===== src/rtl/assert_macros.svh =====
// assertion helpers for the watchdog table
`ifndef ASSERT_MACROS_SVH
`define ASSERT_MACROS_SVH

`ifndef NO_ASSERTIONS
`define TWT_ASSERT(label, clk, rstn, prop) \
  label: assert property (@(posedge clk) disable iff (!(rstn)) prop) \
    else $error("watchdog table assertion failed");
`define TWT_NEVER(label, clk, rstn, expr) \
  label: assert property (@(posedge clk) disable iff (!(rstn)) !(expr)) \
    else $error("watchdog table forbidden condition");
`else
`define TWT_ASSERT(label, clk, rstn, prop)
`define TWT_NEVER(label, clk, rstn, expr)
`endif

`endif


===== src/rtl/twt_pkg.sv =====
`default_nettype none

package twt_pkg;

  localparam int TWT_MAX_CLIENTS = 10;
  localparam int ID_W            = 16;
  localparam int TIME_W          = 32;

  typedef enum logic [1:0] {
    FN_CLEAR    = 2'd0,
    FN_REGISTER = 2'd1,
    FN_KICK     = 2'd2,
    FN_CHECK    = 2'd3
  } func_t;

  typedef enum logic [1:0] {
    ST_OK      = 2'd0,
    ST_FAIL    = 2'd1,
    ST_INVALID = 2'd2
  } status_t;

  typedef enum logic [1:0] {
    S_IDLE,
    S_SCAN,
    S_WAIT,
    S_REPLY
  } ctrl_state_t;

  // controller to datapath
  typedef struct packed {
    logic load;
    logic issue;
    logic reply;
  } twt_cmd_t;

  // datapath to controller
  typedef struct packed {
    logic skip;
    logic empty;
    logic last;
  } twt_sts_t;

endpackage

`default_nettype wire


===== src/rtl/twt_ctrl.sv =====
`default_nettype none

module twt_ctrl import twt_pkg::*; (
  input  logic     clk,
  input  logic     rst_n,
  input  logic     start,
  input  twt_sts_t sts,
  output twt_cmd_t cmd,
  output logic     busy
);

  ctrl_state_t state_r, state_nxt;

  always_ff @(posedge clk) begin
    if (!rst_n) begin
      state_r <= S_IDLE;
    end else begin
      state_r <= state_nxt;
    end
  end

  always_comb begin
    state_nxt = state_r;
    cmd       = '0;
    case (state_r)
      S_IDLE: begin
        if (start) begin
          cmd.load  = 1'b1;
          state_nxt = S_SCAN;
        end
      end
      S_SCAN: begin
        if (sts.skip) begin
          state_nxt = S_REPLY;
        end else if (sts.empty) begin
          state_nxt = S_WAIT;
        end else begin
          cmd.issue = 1'b1;
          if (sts.last) begin
            state_nxt = S_WAIT;
          end
        end
      end
      // last read is evaluated here
      S_WAIT: begin
        state_nxt = S_REPLY;
      end
      S_REPLY: begin
        cmd.reply = 1'b1;
        state_nxt = S_IDLE;
      end
      default: begin
        state_nxt = S_IDLE;
      end
    endcase
  end

  assign busy = (state_r != S_IDLE);

endmodule

`default_nettype wire


===== src/rtl/twt_dpath.sv =====
`default_nettype none

module twt_dpath import twt_pkg::*; #(
  parameter int MAX_CLIENTS = TWT_MAX_CLIENTS
) (
  input  logic              clk,
  input  logic              rst_n,
  input  twt_cmd_t          cmd,
  output twt_sts_t          sts,
  input  logic [1:0]        in_func,
  input  logic [ID_W-1:0]   in_client_id,
  input  logic [TIME_W-1:0] in_timeout_limit,
  input  logic [TIME_W-1:0] in_now_ms,
  input  logic              in_time_valid,
  output logic              out_strobe,
  output logic [1:0]        out_op_status,
  output logic              out_timeout_seen,
  output logic              out_io_error
);

  localparam int CNT_W = $clog2(MAX_CLIENTS + 1);
  localparam int IDX_W = (MAX_CLIENTS > 1) ? $clog2(MAX_CLIENTS) : 1;

  // entry storage
  logic [ID_W-1:0]   id_mem     [MAX_CLIENTS];
  logic              kicked_mem [MAX_CLIENTS];
  logic [TIME_W-1:0] last_mem   [MAX_CLIENTS];
  logic [TIME_W-1:0] tmo_mem    [MAX_CLIENTS];

  func_t             op_r;
  logic [ID_W-1:0]   id_r;
  logic [TIME_W-1:0] tmo_r;
  logic [TIME_W-1:0] now_r;
  logic              tvalid_r;

  logic [CNT_W-1:0]  count_r;
  logic [CNT_W-1:0]  idx_r;
  logic [IDX_W-1:0]  rd_idx_r;
  logic              rd_vld_r;
  logic [ID_W-1:0]   rd_id_r;
  logic              rd_kicked_r;
  logic [TIME_W-1:0] rd_last_r;
  logic [TIME_W-1:0] rd_tmo_r;
  logic              hit_r;
  logic              seen_r;

  logic              out_vld_r;
  logic [1:0]        out_status_r;
  logic              out_seen_r;
  logic              out_ioerr_r;

  logic              params_bad;
  logic              full;
  logic              match;
  logic              kick_hit;
  logic              reg_dup;
  logic              chk_eval;
  logic [TIME_W-1:0] elapsed;
  logic              timed_out;
  logic              reg_ok;
  logic              append;
  logic [IDX_W-1:0]  wr_idx;
  logic              kicked_we;
  logic              last_we;
  status_t           status;

  assign params_bad = (id_r == '0) || (tmo_r == '0);
  assign full       = (count_r == CNT_W'(MAX_CLIENTS));
  assign match      = rd_vld_r && (rd_id_r == id_r);
  assign kick_hit   = (op_r == FN_KICK) && tvalid_r && match && !hit_r;
  assign reg_dup    = (op_r == FN_REGISTER) && match;
  assign chk_eval   = (op_r == FN_CHECK) && rd_vld_r;
  assign elapsed    = now_r - rd_last_r;
  assign timed_out  = chk_eval && !rd_kicked_r && (elapsed > rd_tmo_r);
  assign reg_ok     = (op_r == FN_REGISTER) && !params_bad && !full && !hit_r;
  assign append     = cmd.reply && reg_ok;
  assign wr_idx     = append ? count_r[IDX_W-1:0] : rd_idx_r;
  assign kicked_we  = append || kick_hit || chk_eval;
  assign last_we    = append || kick_hit;

  assign sts.skip  = (op_r == FN_CLEAR) ||
                     ((op_r == FN_REGISTER) && (params_bad || full));
  assign sts.empty = (count_r == '0);
  assign sts.last  = (CNT_W'(idx_r + 1'b1) == count_r);

  always_comb begin
    status = ST_OK;
    case (op_r)
      FN_REGISTER: begin
        if (params_bad) begin
          status = ST_INVALID;
        end else if (full || hit_r || !tvalid_r) begin
          status = ST_FAIL;
        end
      end
      FN_KICK: begin
        status = hit_r ? ST_OK : ST_FAIL;
      end
      default: begin
        status = ST_OK;
      end
    endcase
  end

  // latched operation fields
  always_ff @(posedge clk) begin
    if (cmd.load) begin
      op_r     <= func_t'(in_func);
      id_r     <= in_client_id;
      tmo_r    <= in_timeout_limit;
      now_r    <= in_time_valid ? in_now_ms : '0;
      tvalid_r <= in_time_valid;
    end
  end

  always_ff @(posedge clk) begin
    if (!rst_n) begin
      count_r   <= '0;
      idx_r     <= '0;
      rd_vld_r  <= 1'b0;
      hit_r     <= 1'b0;
      seen_r    <= 1'b0;
      out_vld_r <= 1'b0;
    end else begin
      rd_vld_r  <= cmd.issue;
      out_vld_r <= cmd.reply;
      if (cmd.load) begin
        idx_r  <= '0;
        hit_r  <= 1'b0;
        seen_r <= 1'b0;
      end else begin
        if (cmd.issue) begin
          idx_r <= idx_r + 1'b1;
        end
        hit_r  <= hit_r | kick_hit | reg_dup;
        seen_r <= seen_r | timed_out;
      end
      if (cmd.reply && (op_r == FN_CLEAR)) begin
        count_r <= '0;
      end else if (append) begin
        count_r <= count_r + 1'b1;
      end
    end
  end

  // scan read port, registered
  always_ff @(posedge clk) begin
    if (cmd.issue) begin
      rd_idx_r    <= idx_r[IDX_W-1:0];
      rd_id_r     <= id_mem[idx_r[IDX_W-1:0]];
      rd_kicked_r <= kicked_mem[idx_r[IDX_W-1:0]];
      rd_last_r   <= last_mem[idx_r[IDX_W-1:0]];
      rd_tmo_r    <= tmo_mem[idx_r[IDX_W-1:0]];
    end
  end

  always_ff @(posedge clk) begin
    if (append) begin
      id_mem[wr_idx]  <= id_r;
      tmo_mem[wr_idx] <= tmo_r;
    end
  end

  always_ff @(posedge clk) begin
    if (kicked_we) begin
      kicked_mem[wr_idx] <= !chk_eval;
    end
  end

  always_ff @(posedge clk) begin
    if (last_we) begin
      last_mem[wr_idx] <= now_r;
    end
  end

  always_ff @(posedge clk) begin
    if (cmd.reply) begin
      out_status_r <= status;
      out_seen_r   <= (op_r == FN_CHECK) && seen_r;
      out_ioerr_r  <= (op_r == FN_CHECK) && !tvalid_r;
    end
  end

  assign out_strobe       = out_vld_r;
  assign out_op_status    = out_status_r;
  assign out_timeout_seen = out_seen_r;
  assign out_io_error     = out_ioerr_r;

endmodule

`default_nettype wire


===== src/rtl/task_watchdog_table_core.sv =====
// channel   | ports                                            | handshake
// ----------+--------------------------------------------------+---------------------------
// command   | in_func in_client_id in_timeout_limit in_now_ms  | start high, busy low
//           | in_time_valid                                    |
// result    | out_op_status out_timeout_seen out_io_error      | out_strobe, one cycle
//
// a scan visits the live entries in order, then waits for the last read and replies; clear
// and registers rejected for bad parameters or a full table skip the scan and go to the reply
// the scan reads one table entry per cycle through a single registered read port
// busy falls in the cycle the result strobe is high, so the next command can follow
// synchronous active-low reset empties the table; entry contents are not cleared
// the result is offered for one cycle only, the receiver cannot stall
`default_nettype none

`include "assert_macros.svh"

module task_watchdog_table_core import twt_pkg::*; #(
  parameter int MAX_CLIENTS = TWT_MAX_CLIENTS
) (
  input  logic              clk,
  input  logic              rst_n,
  // command side
  input  logic              start,
  output logic              busy,
  input  logic [1:0]        in_func,
  input  logic [ID_W-1:0]   in_client_id,
  input  logic [TIME_W-1:0] in_timeout_limit,
  input  logic [TIME_W-1:0] in_now_ms,
  input  logic              in_time_valid,
  // result side
  output logic              out_strobe,
  output logic [1:0]        out_op_status,
  output logic              out_timeout_seen,
  output logic              out_io_error
);

  // commands and status between sequencer and table datapath
  twt_cmd_t cmd;
  twt_sts_t sts;

  // sequencer: load, scan, wait for the last read, reply
  twt_ctrl u_ctrl (
    .clk   (clk),
    .rst_n (rst_n),
    .start (start),
    .sts   (sts),
    .cmd   (cmd),
    .busy  (busy)
  );

  // entry table, scan comparator, append and result registers
  twt_dpath #(
    .MAX_CLIENTS (MAX_CLIENTS)
  ) u_dpath (
    .clk              (clk),
    .rst_n            (rst_n),
    .cmd              (cmd),
    .sts              (sts),
    .in_func          (in_func),
    .in_client_id     (in_client_id),
    .in_timeout_limit (in_timeout_limit),
    .in_now_ms        (in_now_ms),
    .in_time_valid    (in_time_valid),
    .out_strobe       (out_strobe),
    .out_op_status    (out_op_status),
    .out_timeout_seen (out_timeout_seen),
    .out_io_error     (out_io_error)
  );

  // a transfer always makes the block busy on the next cycle
  `TWT_ASSERT(a_busy_after_transfer, clk, rst_n, (start && !busy) |=> busy)
  // the result is never given in the cycle right after a transfer
  `TWT_ASSERT(a_no_instant_result, clk, rst_n, (start && !busy) |=> !out_strobe)
  // exactly one strobe per operation, released together with busy
  `TWT_ASSERT(a_strobe_single, clk, rst_n, out_strobe |=> !out_strobe)
  `TWT_NEVER(a_strobe_while_busy, clk, rst_n, out_strobe && busy)

endmodule

`default_nettype wire


===== config.mk =====
export PLATFORM = sky130hd
export DESIGN_NAME = task_watchdog_table_core
export DESIGN_NICKNAME = d
export VERILOG_FILES = /design/src/rtl/twt_pkg.sv /design/src/rtl/twt_ctrl.sv /design/src/rtl/twt_dpath.sv /design/src/rtl/task_watchdog_table_core.sv
export VERILOG_INCLUDE_DIRS = /design/src /design/src/rtl
export SDC_FILE = /design/constraint.sdc
export NUM_CORES = 1
export LEC_CHECK = 0
export CAP_MARGIN = 40
export CELL_PAD_IN_SITES_DETAIL_PLACEMENT = 2
export CELL_PAD_IN_SITES_GLOBAL_PLACEMENT = 2
export CORE_MARGIN = 10
export CORE_UTILIZATION = 35
export DETAILED_ROUTE_END_ITERATION = 6
export DONT_BUFFER_PORTS = 1
export HOLD_SLACK_MARGIN = 0.12
export PLACE_DENSITY = 0.63
export REMOVE_ABC_BUFFERS = 1
export SYNTH_ARGS = -nofsm -noshare
export SYNTH_HDL_FRONTEND = slang
export SYNTH_HIERARCHICAL = 1
export SYNTH_SLANG_ARGS = --single-unit

===== constraint.sdc =====
create_clock -name clk -period 9.3 [get_ports clk]
set_input_delay 0.93 -clock clk [delete_from_list [all_inputs] [get_ports clk]]
set_output_delay 0.93 -clock clk [all_outputs]
set_load 0.05 [all_outputs]

# After elaboration in Yosys (flattened, before gate mapping)
# Memories as Yosys holds them, arrays and structs flattened. A register that Yosys moved wholly into a read port is not among the register bits.
# Cells that the tools add are included.
[totals] register_bits=105 latchBits=0 ram_bits=810 romBits=0 inputBits=86 elab_cells=99 mem_count=4
[classes] addsub=3 multipliers=0 n_div=0 magnitude_cmp=1 n_eq_ne=11 shift=0 n_mux=22 n_bitwise=4 n_reduce_logical=38
[mem_list] memory="u_dpath.last_mem" depth=10 word_bits=32 rd=1 rd_ports_with_merged_regs=1 write_ports=1 line_no="twt_dpath.sv:27" source="logic [TIME_W-1:0] last_mem [MAX_CLIENTS];"
[mem_list] memory="u_dpath.tmo_mem" depth=10 word_bits=32 rd=1 rd_ports_with_merged_regs=1 write_ports=1 line_no="twt_dpath.sv:28" source="logic [TIME_W-1:0] tmo_mem [MAX_CLIENTS];"
[mem_list] memory="u_dpath.id_mem" depth=10 word_bits=16 rd=1 rd_ports_with_merged_regs=1 write_ports=1 line_no="twt_dpath.sv:25" source="logic [ID_W-1:0] id_mem [MAX_CLIENTS];"
[mem_list] memory="u_dpath.kicked_mem" depth=10 word_bits=1 rd=1 rd_ports_with_merged_regs=1 write_ports=1 line_no="twt_dpath.sv:26" source="logic kicked_mem [MAX_CLIENTS];"
[op_table] op="32-bit greater-than comparator" n=1
[op_table] op="32-bit logical NOT" n=1
[op_table] op="32-bit subtractor" n=1
[op_table] op="16-bit == test" n=1
[op_table] op="1-bit logical AND" n=16
[op_table] op="16-bit logical NOT" n=1
[op_table] op="1-bit two-way mux" n=14
[op_table] op="2-bit two-way mux" n=5
[op_table] op="4-bit by 1-bit adder with 4-bit output (second input constant)" n=2
[op_table] op="2-bit == test (second input constant)" n=4
[op_table] op="2-bit one-hot mux with 4 select lines" n=1
[op_table] op="1-bit logical OR" n=7
[op_table] op="1-bit logical NOT" n=6
[op_table] op="2-bit by 1-bit == test with 1-bit output (second input constant)" n=2
[op_table] op="4-bit == test" n=1
[op_table] op="4-bit == test (second input constant)" n=1
[op_table] op="2-bit logical NOT" n=2
[op_table] op="4-bit logical NOT" n=1
[op_table] op="4-bit two-way mux" n=1
[op_table] op="4-bit inequality test (second input constant)" n=1
[op_table] op="2-bit one-hot mux with 2 select lines" n=1
[op_table] op="2-bit OR reduction" n=2
[op_table] op="1-bit bitwise OR" n=3
[op_table] op="2-bit inequality test (second input constant)" n=1
[op_table] op="other kinds (3)" n=3

# Logic depth before layout (Yosys ltp)
[logic_depth] depth_word=11 ltp_mapped=20

# Hierarchy
# The synthesis kept the hierarchy.
[modules_own_cells] mod="twt_dpath" instances=1 cells_per_inst=2159 area_each_um2=39953.3 seq_area_each_um2=29728.5
[modules_own_cells] mod="twt_ctrl" instances=1 cells_per_inst=20 area_each_um2=188.9 seq_area_each_um2=40.0

# Least setup slack after synthesis
# OpenSTA, ideal clock, no wires.
[synth_path] path_type="flip-flop to flip-flop" start="register u_dpath.count_r[0]" end="register u_dpath.idx_r[3]" arrival_ps=8663 required_ps=9179 setup_slack_ps=516 path_stages_with_launch=11 n_path_buf=1 period_less_slack_ps=8784 path_cell_list="dfxtp_1 -> clkbuf_1 -> inv_1 -> ha_1 -> nand2_1 -> nand2b_1 -> a21o_1 -> nor3b_1 -> nand4_1 -> xor2_1 -> nor2_1"
[synth_rtl] item="from (decl)" line_no="twt_dpath.sv:36" source="logic [CNT_W-1:0] count_r;"
[synth_rtl] item="from (signal assigned)" line_no="twt_dpath.sv:141" source="count_r <= count_r + 1'b1;"
[synth_rtl] item="to (signal assigned)" line_no="twt_dpath.sv:133" source="idx_r <= idx_r + 1'b1;"
[synth_rtl] item="to (decl)" line_no="twt_dpath.sv:37" source="logic [CNT_W-1:0] idx_r;"

# Final worst setup path
[layout_path] start="register u_dpath.now_r[0]" end="register u_dpath.seen_r"
[layout_via] elab_chain_cells=4
[layout_lines] item="from (decl)" line_no="twt_dpath.sv:33" source="logic [TIME_W-1:0] now_r;"
[layout_lines] item="from (signal assigned)" line_no="twt_dpath.sv:111" source="now_r <= in_time_valid ? in_now_ms : '0;"
[layout_lines] item="32-bit subtractor" line_no="twt_dpath.sv:73" source="assign elapsed = now_r - rd_last_r;"
[layout_lines] item="32-bit greater-than comparator" line_no="twt_dpath.sv:74" source="assign timed_out = chk_eval && !rd_kicked_r && (elapsed > rd_tmo_r);"
[layout_lines] item="1-bit logical AND" line_no="twt_dpath.sv:74"
[layout_lines] item="1-bit bitwise OR" line_no="twt_dpath.sv:136" source="seen_r <= seen_r | timed_out;"
[layout_lines] item="to (signal assigned)" line_no="twt_dpath.sv:136"
[layout_lines] item="to (decl)" line_no="twt_dpath.sv:45" source="logic seen_r;"
# No other way between the ends.
# A chain may end at the register's enable or synchronous reset.

==> results.yml <==
run_status:
  outcome: "finished, final reports clean"
global_route:
  grt_pass1_vias: 22755
  met1_usage_pct: 20.0
  top_usage_layer: "met2"
  grt_max_degree: 105
  grtUsageMet3_pct: 2.75
  track_usage_pct: 16.0
  antenna_found_initial: 20
  grt_pass1_wl_um: 154000
  met2_usage_pct: 28.5
  grt.overflow.total: 0
clock_network:
  cts_setup_buffers: 0
  ctsHtreeMaxLevel: 3
  cts_tree: "done"
  hold_buffers: 0
  worstSkewPairLatency_ns: 0.70
  cts.sinks: 996
  cts_inserted_buffers: 106
  cts.path.max_buffers: 3
  ctsResizeCount: 0
  root_buffer: "clkbuf_16"
  clkTransAtPathRegs_ns: 0.06
layout:
  layout_common_cells: "982 x edfxtp_1, 162 x mux4_2, 124 x a21oi_1, 107 x clkbuf_16, 91 x nor2b_1"
  drive_above_1_share_pct: 17.6
  areaGrowthSynthToFinish_pct: 14.4
  design_area_um2: 45900
  nFillCells: 10753
  num-nets-final: 2401
  layout_commonest_cell: "edfxtp_1"
critical_path:
  slowest_delay_ns: 0.52
  critPathArrivalTime_ns: 5.36
  cp_top_family: "compound AO/OA/AOI/OAI gates"
  critPathLaunchType: "flip-flop"
  path_cells: "inv_1 > ha_1 > inv_1 > fa_1 > a211oi_1 > o211ai_1 > a41oi_1 > nor2_1 > o21ai_0 > o21ai_0 > a21boi_0 > xnor2_1 > ha_1 > nand4_1 > or2_2 > nor4_1 > a211oi_1 > o21bai_1 > a31oi_1"
  cp_slowest_cell: "edfxtp_1"
  endpoint_kind: "flip-flop"
  worst-path-max-fanout: 11
  crit_start: "u_dpath/now_r[0]$_SDFFCE_PN0P_"
  critPathBufInv: 2
  required_ns: 9.85
  crit_type: "flip-flop to flip-flop"
  r2r-start: "u_dpath/now_r[0]$_SDFFCE_PN0P_"
sta:
  finalCriticalPeriod_ns: 4.81
  drv_slew: 0
  finalHoldWorstSlack_ns: 0.321
  post-route-period-util_pct: 51.7
  tns_ns: 0
  hold_viol: 0
  fmax_mhz: 208
  setup_violations: 0
  rsz0062_at_grt: "false"
  worstMarginPinSlew_ns: 0.979
  fin_skew_ns: 0.0352
  slew_headroom_pct: 34.7
placement:
  dp.final_hpwl_um: 60500
  post_dp_cell_area_um2: 42400
  gp_congestion: 0.746
  port_buffers: 0
floorplan:
  ioPinCount: 92
  initial_core_util_pct: 35.2
  core_area_um2: 114000
  die-width_um: 359
  die_h_um: 359
  die_area_um2: 129000
  row_count: 124
routing:
  drc: 0
  vias: 20091
  drt_iter0_drc: 1139
  routed_wl_um: 103000
  wire_per_inst_um: 26.8
  ant_nets: 0
  via_per_inst: 5.23
  drt-pass1-iter-count: 5
pwr:
  vdd_ir_drop_max_mv: 0.227
  power.density_nw_per_um2: 229
  p_leak_nw: 14.3
hold_path:
  holdCritStartpoint: "in_timeout_limit[19]"
  min_path_type: "input port to flip-flop"
synthesis:
  syn_inst: 2179
  synth_cell_types: 63
  synth-edff-count: 982
  ys.flop_type: "edfxtp_1"
  synth-seq-area-share_pct: 74.2
  syn-mean-instance-area_um2: 18.4
  ys_async_sr_fraction_pct: 0
  synth_area_um2: 40100
  yosys_warnings: 6
  ys_seq_elements: 996
run:
  max-cap-violations: 0
flip-flops by register name, summed over array words and instances, names as in the netlist, 32 cells and up:
register	count
u_dpath/rd_tmo_r	32
u_dpath/tmo_r	32
u_dpath/last_mem	320
u_dpath/now_r	32
u_dpath/rd_last_r	32
u_dpath/id_mem	160
u_dpath/tmo_mem	320
worst reg2reg max path: stages, from the launching register on:
cell and delay, ns:
edfxtp_1 0.52, inv_1 0.11, ha_1 0.17, inv_1 0.06, fa_1 0.43, a211oi_1 0.32, o211ai_1 0.20, a41oi_1 0.35
nor2_1 0.11, o21ai_0 0.37, o21ai_0 0.20, a21boi_0 0.27, xnor2_1 0.11, ha_1 0.29, nand4_1 0.11, or2_2 0.32
nor4_1 0.38, a211oi_1 0.13, o21bai_1 0.17, a31oi_1 0.06
report_power, final:
group | leakage, nW | total [W] | internal, W | switching [W]
logic | 3.63 | 0.000736 | 0.000273 | 0.000463
registers | 9.03 | 0.00555 | 0.00527 | 0.000280
clock network | 1.69 | 0.00421 | 0.00242 | 0.00180
total | 14.3 | 0.0105 | 0.00796 | 0.00254
through the flow:
stage          util [%]  total power, W  setup slack [ns]  instances
5_1_grt            40.3          0.0109              4.09       3841
4_1_cts            40.2          0.0106              4.39       3839
3_3_place_gp       36.9         0.00632              4.49       3627
6_report           40.3          0.0105              4.49       3843
2_1_floorplan         -         0.00603             -2.06       2078
3_5_place_dp       37.2         0.00640              4.46       3643
area by class of cell:
class                   count  area (um^2)  share of cell area, %
flip-flops and latches    996        29800                   64.9
multi-input cells        1003         9770                   21.3
clock buffers             123         2740                   5.96
well taps                1512         1890                   4.12
clock inverters            73          718                   1.56
repair buffers             53          696                   1.52
inverters                  79          297                  0.646
diodes                      4         10.0                 0.0218
final timing paths:
kind,end,slack [ns],cells past startpoint
max,u_dpath/seen_r$_SDFF_PP0_,4.49,19
max reg2reg,u_dpath/seen_r$_SDFF_PP0_,4.49,19
min reg2reg,u_dpath/hit_r$_SDFF_PP0_,0.53,2
min,u_dpath/tmo_r[19]$_DFFE_PP_,0.32,0
layer usage:
metal  vias to the layer above  wire length (um)
met5                         -                87
met1                     10743             43300
met4                        12              2290
met2                       332             54000
li1                       8850                 -
met3                       154              3360
kinds of logic (layout without fill, tap and decap cells):
logic type	count (synthesis)	in the layout	share of synthesized area, %
flip-flops	996	996	74.2
adder cells (fa/ha/maj)	76	76	2.39
XOR/XNOR	51	51	1.11
multiplexers	244	244	11.1
other	0	4	0
AND/OR/NAND/NOR	312	312	4.35
AO/OA/AOI/OAI	320	320	5.09
buffers and inverters	180	328	1.77
cells in the mapped netlist, drive strengths merged, types with 2 or more instances:
master / n / area share, %
and2: 43 / 0.68
nand4: 18 / 0.28
xor2: 9 / 0.20
a2111oi: 4 / 0.10
a22oi: 2 / 0.050
buf: 31 / 0.37
o22ai: 2 / 0.031
ha: 75 / 2.3
and3: 3 / 0.047
dfxtp: 14 / 0.70
o21a: 9 / 0.17
nand3: 10 / 0.12
nor3b: 6 / 0.11
inv: 79 / 0.74
nor2b: 91 / 1.4
nand2: 30 / 0.28
nor2: 42 / 0.39
a211oi: 88 / 1.6
nor3: 35 / 0.44
nor4: 16 / 0.25
a21boi: 3 / 0.056
mux2i: 82 / 2.0
clkbuf: 70 / 0.66
a211o: 2 / 0.044
nand2b: 9 / 0.14
edfxtp: 982 / 73
a41oi: 2 / 0.044
a31oi: 12 / 0.22
o211ai: 3 / 0.056
a21oi: 124 / 1.5
xnor2: 42 / 0.92
mux4: 162 / 9.1
or2: 2 / 0.031
a21o: 19 / 0.36
a221oi: 2 / 0.044
o21bai: 3 / 0.056
o21ai: 37 / 0.48
No activity file was read; power rests on OpenSTA's default activity.
